`config.mk`:
```
export PLATFORM = sky130hd
export DESIGN_NAME = tlru_min_scan
export DESIGN_NICKNAME = d
export VERILOG_FILES = /design/src/hdl/tlru_pkg.sv /design/src/hdl/tlru_min_scan.sv
export SDC_FILE = /design/constraint.sdc
export NUM_CORES = 1
export LEC_CHECK = 0
export ABC_CLOCK_PERIOD_IN_PS = 3500
export BUFFER_PORTS_ARGS = -buffer_cell sky130_fd_sc_hd__buf_2
export CORE_UTILIZATION = 45
export DETAILED_ROUTE_END_ITERATION = 12
export GPL_ROUTABILITY_DRIVEN = 0
export PLACE_DENSITY = 0.66
export SYNTH_ARGS = -nofsm -noshare
export SYNTH_HDL_FRONTEND = slang
export SYNTH_SLANG_ARGS = --single-unit
```
`constraint.sdc`:
```
create_clock -name i_clk -period 3.5 [get_ports i_clk]
set_input_delay 0.175 -clock i_clk [delete_from_list [all_inputs] [get_ports i_clk]]
set_output_delay 0.175 -clock i_clk [all_outputs]
set_load 0.03 [all_outputs]
```
`src/hdl/tlru_pkg.sv`:
```
// Shared constants and types for the timestamp LRU victim select block.
// Used by tlru_min_scan and timestamp_lru_victim_select_core.
`default_nettype none

package tlru_pkg;

    // Cache geometry: both are powers of two, SETS at most 2048 (11-bit set field)
    localparam int SETS   = 2048;
    localparam int WAYS   = 16;
    localparam int SET_W  = $clog2(SETS);
    localparam int WAY_W  = $clog2(WAYS);
    localparam int ADDR_W = SET_W + WAY_W;

    // Stamp and counter widths
    localparam int STAMP_W = 64;
    localparam int LOW_W   = 20;

    // Item field widths
    localparam int MODE_W   = 2;
    localparam int SETF_W   = 11;
    localparam int WAYF_W   = 4;
    localparam int VICT_W   = 4;
    localparam int S_DATA_W = 16;
    localparam int S_USER_W = 5;
    localparam int M_DATA_W = 8;

    // Configuration port
    localparam int PADDR_W = 3;
    localparam int PDATA_W = 32;
    localparam logic [PADDR_W-3:0] REG_LOW_LIMIT = '0;
    localparam logic [LOW_W-1:0]   LOW_LIMIT_RST = LOW_W'(1000);

    // Item modes
    localparam logic [MODE_W-1:0] MODE_VICTIM = 2'd0;
    localparam logic [MODE_W-1:0] MODE_FILL   = 2'd1;
    localparam logic [MODE_W-1:0] MODE_UPDATE = 2'd2;

    localparam logic [STAMP_W-1:0] STAMP_ALL_ONES = '1;

    // One stamp read handed to the minimum scan unit
    typedef struct packed {
        logic             vld;
        logic             first;
        logic [WAY_W-1:0] way;
    } t_scan_in;

endpackage

`default_nettype wire

```
`src/hdl/tlru_min_scan.sv`:
```
// Shared 64-bit compare unit: tracks the lowest stamp over one set, one way a cycle.
// Depends on tlru_pkg.
`default_nettype none

module tlru_min_scan (
    input  wire logic                          i_clk,
    input  wire tlru_pkg::t_scan_in            i_scan,
    input  wire logic [tlru_pkg::STAMP_W-1:0]  i_stamp,
    output logic      [tlru_pkg::WAY_W-1:0]    o_best_way
);
    import tlru_pkg::*;

    logic [STAMP_W-1:0] r_best_stamp;
    logic [WAY_W-1:0]   r_best_way;

    // strict less-than keeps the lowest way index on ties
    always_ff @(posedge i_clk) begin
        if (i_scan.vld && (i_scan.first || (i_stamp < r_best_stamp))) begin
            r_best_stamp <= i_stamp;
            r_best_way   <= i_scan.way;
        end
    end

    assign o_best_way = r_best_way;

endmodule

`default_nettype wire

```
==> report_table.html <==
<table>
<tr><th>Metric</th><th>Value</th></tr>
<tr><th colspan="2">STA</th></tr>
<tr><td>Post-route worst hold slack</td><td>0.02278 ns</td></tr>
<tr><td>Fin crit period</td><td>2.812 ns</td></tr>
<tr><td>Maximum clock frequency</td><td>0.3556 GHz</td></tr>
<tr><td>Setup repair after global routing missed its margin</td><td>false</td></tr>
<tr><td>Number of endpoints failing setup at the final stage</td><td>0</td></tr>
<tr><td>Worst clock skew on the final layout</td><td>0.01040 ns</td></tr>
<tr><td>Slew at the pin with the worst max-slew slack</td><td>0.5656 ns</td></tr>
<tr><td>Period utilization</td><td>80.34%</td></tr>
<tr><td>Slew HR</td><td>62.29%</td></tr>
<tr><td>Final count of hold timing violations</td><td>0</td></tr>
<tr><td>Count of pins over their slew limit</td><td>0</td></tr>
<tr><td>Accumulated negative setup slack</td><td>0 ns</td></tr>
<tr><th colspan="2">Min path</th></tr>
<tr><td>Type of the worst min-delay path</td><td>in2reg</td></tr>
<tr><th colspan="2">Global route</th></tr>
<tr><td>Global-route usage over all layers</td><td>16.24%</td></tr>
<tr><td>Global routing usage on met1</td><td>21.66%</td></tr>
<tr><td>Largest net degree at the start of global routing</td><td>45</td></tr>
<tr><td>Total congestion overflow</td><td>0</td></tr>
<tr><td>Met2 track demand over resource in global routing</td><td>24.19%</td></tr>
<tr><td>Via count of the first global-routing pass</td><td>2381</td></tr>
<tr><td>Antenna violations before repair</td><td>0</td></tr>
<tr><td>Global-route met3 utilization</td><td>3.400%</td></tr>
<tr><td>Global-route wire length before repair</td><td>10.44 mm</td></tr>
<tr><td>Most Crowded Layer GR</td><td>met2</td></tr>
<tr><th colspan="2">Routing</th></tr>
<tr><td>Final wirelength</td><td>6.232 mm</td></tr>
<tr><td>Vias</td><td>2405</td></tr>
<tr><td>Routed length per placed instance</td><td>12.69 um</td></tr>
<tr><td>Post-detailed-route DRC marker count</td><td>0</td></tr>
<tr><td>Drt via density</td><td>4.898</td></tr>
<tr><td>Drt first pass iters</td><td>4</td></tr>
<tr><td>Violation count after the first detailed-route iteration</td><td>81</td></tr>
<tr><td>Final antenna-violating net count</td><td>0</td></tr>
<tr><th colspan="2">Cells and area</th></tr>
<tr><td>Net count reported at finish</td><td>518</td></tr>
<tr><td>Area used by sequential logic in the layout</td><td>2042 um2</td></tr>
<tr><td>Final non-filler cell area</td><td>4375 um2</td></tr>
<tr><td>Layout overhead on the synthesized area</td><td>20.05%</td></tr>
<tr><td># diodes</td><td>0</td></tr>
<tr><td>Layout cells sized above 1</td><td>24.68%</td></tr>
<tr><td>Fillers</td><td>692</td></tr>
<tr><td>Area used by multi-input combinational logic</td><td>1360 um2</td></tr>
<tr><th colspan="2">Run status</th></tr>
<tr><td>Status</td><td>finished clean</td></tr>
<tr><th colspan="2">Logic synthesis</th></tr>
<tr><td>Largest area contributor in the netlist</td><td>edfxtp_1</td></tr>
<tr><td>Net count after synthesis</td><td>427</td></tr>
<tr><td>Proportion of synthesized chip area in sequential cells</td><td>56.02%</td></tr>
<tr><td>Synth Warn #</td><td>0</td></tr>
<tr><td>Count of flip-flops with a built-in enable after synthesis</td><td>68</td></tr>
<tr><td>Share of Yosys cell area claimed by the top area cell type</td><td>56.02%</td></tr>
<tr><td>Synthesized area divided by synthesized cell count</td><td>12.44 um2</td></tr>
<tr><td>Primary flip-flop cell chosen by synthesis mapping</td><td>edfxtp_1</td></tr>
<tr><td>Netlist area before placement</td><td>3645 um2</td></tr>
<tr><td>Async S/R FF share, synth</td><td>0%</td></tr>
<tr><td>Cells taking the most area after synthesis</td><td>edfxtp_1 56%, ha_1 22%, inv_1 6.7%, a21oi_1 2.9%, nand4_1 2.1%</td></tr>
<tr><td>Count of mapped cells out of synthesis</td><td>293</td></tr>
<tr><td>Top cell types by occurrence after synthesis</td><td>68 x edfxtp_1, 65 x inv_1, 63 x ha_1</td></tr>
<tr><td>Cell with the most instances after synthesis</td><td>edfxtp_1</td></tr>
<tr><td>Distinct cell type count of the synthesized netlist</td><td>28</td></tr>
<tr><td>Synth Register Bits</td><td>68</td></tr>
<tr><th colspan="2">Power</th></tr>
<tr><td>Static leakage</td><td>2.091 nW</td></tr>
<tr><td>Ratio of total power to cell area</td><td>432.0 nW/um2</td></tr>
<tr><td>Largest voltage drop on the vdd net</td><td>0.0002372 V</td></tr>
<tr><th colspan="2">Setup path</th></tr>
<tr><td>Critical Path End Type</td><td>flop</td></tr>
<tr><td>Internal reg-to-reg setup slack</td><td>0.69 ns</td></tr>
<tr><td>Critical Path Fanout Max</td><td>44</td></tr>
<tr><td>Type of the worst setup path</td><td>reg2reg</td></tr>
<tr><td>Kind of start point of the critical path</td><td>flop</td></tr>
<tr><td>WP data arrival</td><td>2.79 ns</td></tr>
<tr><td>Required @ worst endpoint</td><td>3.48 ns</td></tr>
<tr><th colspan="2">Floorplan</th></tr>
<tr><td>Initial core utilization</td><td>46.92%</td></tr>
<tr><td>Chip Height</td><td>92.00 um</td></tr>
<tr><td>Floorplan die area</td><td>8463 um2</td></tr>
<tr><td>Horizontal die dimension</td><td>92.00 um</td></tr>
<tr><td># rows</td><td>32</td></tr>
<tr><td>Total core area</td><td>7767 um2</td></tr>
<tr><td>Number of placed I/O pins</td><td>75</td></tr>
<tr><th colspan="2">Placed design</th></tr>
<tr><td>Port Buffers</td><td>74</td></tr>
<tr><td>Post-DP Area</td><td>4159 um2</td></tr>
<tr><td>HPWL reported at the end of detailed placement</td><td>4.811 mm</td></tr>
<tr><th colspan="2">Flow run</th></tr>
<tr><td>Reported max-cap violation count</td><td>0</td></tr>
<tr><th colspan="2">Clock network</th></tr>
<tr><td># Post-CTS Setup Buffers</td><td>0</td></tr>
<tr><td>Clock tree from TritonCTS</td><td>yes</td></tr>
<tr><td>Number of sinks handled by clock tree synthesis</td><td>68</td></tr>
<tr><td>Clock tree buffer depth</td><td>2</td></tr>
<tr><td>Clock insertion delay at the later pin of the skew report</td><td>0.34 ns</td></tr>
<tr><td>Total CTS buffers</td><td>9</td></tr>
<tr><td>Max H-tree Level</td><td>3</td></tr>
<tr><td>Root buf cell</td><td>clkbuf_8</td></tr>
<tr><td>Clock slew at the register clock pins of the worst setup and hold paths</td><td>0.08 ns</td></tr>
</table>
[where the power goes]
| group | total, mW | internal, mW | switching, mW | leakage (nW) |
|---|---|---|---|---|
| logic | 0.316 | 0.135 | 0.181 | 1.35 |
| registers | 1.01 | 0.988 | 0.0176 | 0.662 |
| clock network | 0.569 | 0.258 | 0.310 | 0.0779 |
| total | 1.89 | 1.38 | 0.508 | 2.09 |
[kinds of logic (layout without fill, tap and decap cells)]
group | after synthesis | count (layout) | synth area share, %
buffers and inverters | 65 | 161 | 6.694
AO/OA/AOI/OAI | 48 | 48 | 8.514
flip-flops | 68 | 68 | 56.02
AND/OR/NAND/NOR | 49 | 49 | 7.141
adder cells (fa/ha/maj) | 63 | 63 | 21.63
[sequential cells by signal (all words and copies together) (netlist names)]
| signal | count |
|---|---|
| o_best_way | 4 |
| r_best_stamp | 64 |
[critical path, cell delays in order, from the launching register on]
cell and delay, ns:
edfxtp_1 0.37, inv_1 0.07, ha_1 0.24, a21oi_2 0.13, o21ai_1 0.07, a221o_1 0.36
a2111oi_2 0.37, a21o_1 0.16, and3_2 0.18, buf_4 0.48
[worst paths after layout]
kind,startpoint,to,cells after the start
setup / recovery,r_best_stamp[19],r_best_stamp[48],9
hold / removal,i_stamp[27],r_best_stamp[27],1
setup reg to reg,r_best_stamp[19],r_best_stamp[48],9
hold reg to reg,r_best_stamp[63],r_best_stamp[28],6
[final cells by class]
type	count	area share (%)
inverter	65	5.576
clock buffer	9	2.831
timing repair buffer	80	9.723
clock inverter	7	1.201
multi-input combinational	160	31.08
sequential	68	46.67
tap	102	2.917
[per-stage QoR]
stage | setup slack [ns] | total power, mW | utilization (%) | std cells
3_3_place_gp | 0.7029 | 1.330 | 53.54 | 471
5_1_grt | 0.5036 | 2.011 | 56.33 | 491
4_1_cts | 0.6489 | 1.924 | 56.33 | 491
3_5_place_dp | 0.6700 | 1.340 | 53.54 | 471
6_report | 0.6881 | 1.890 | 56.33 | 491
2_1_floorplan | 0.5306 | 1.225 | - | 293
[cells in the final DEF (no fill, tap or decap), types with 2 or more instances in the layout]
master         netlist  layout
nor2_1               3       3
nand2b_1             2       2
a21o_1               9       9
ha_1                63      63
nand2_1             12      12
a2111oi_2            2       2
edfxtp_1            68      68
o21ai_1              3       3
a21oi_1             21      21
buf_4                0       2
nor3_1               2       2
and4_1               2       2
dlygate4sd3_1        0       4
nand3_1             10      10
buf_2                0      74
a31oi_1              2       2
o21ai_0              4       4
inv_1               65      65
clkbuf_8             0       9
clkinvlp_4           0       4
nand4_1             12      12
[layer usage]
metal  wire length [um]  part of all wire [%]  vias up
met4                138                   2.2        0
met3                296                   4.7       10
li1                   -                     -     1247
met5                  0                     0        -
met1               2986                    48     1095
met2               2810                    45       53
[timing repair]
action	CTS	global route
resized for setup	0	0
hold buffers	4	0
endpoints found under the hold margin	4	0
Power figures use the tool's default switching activity.
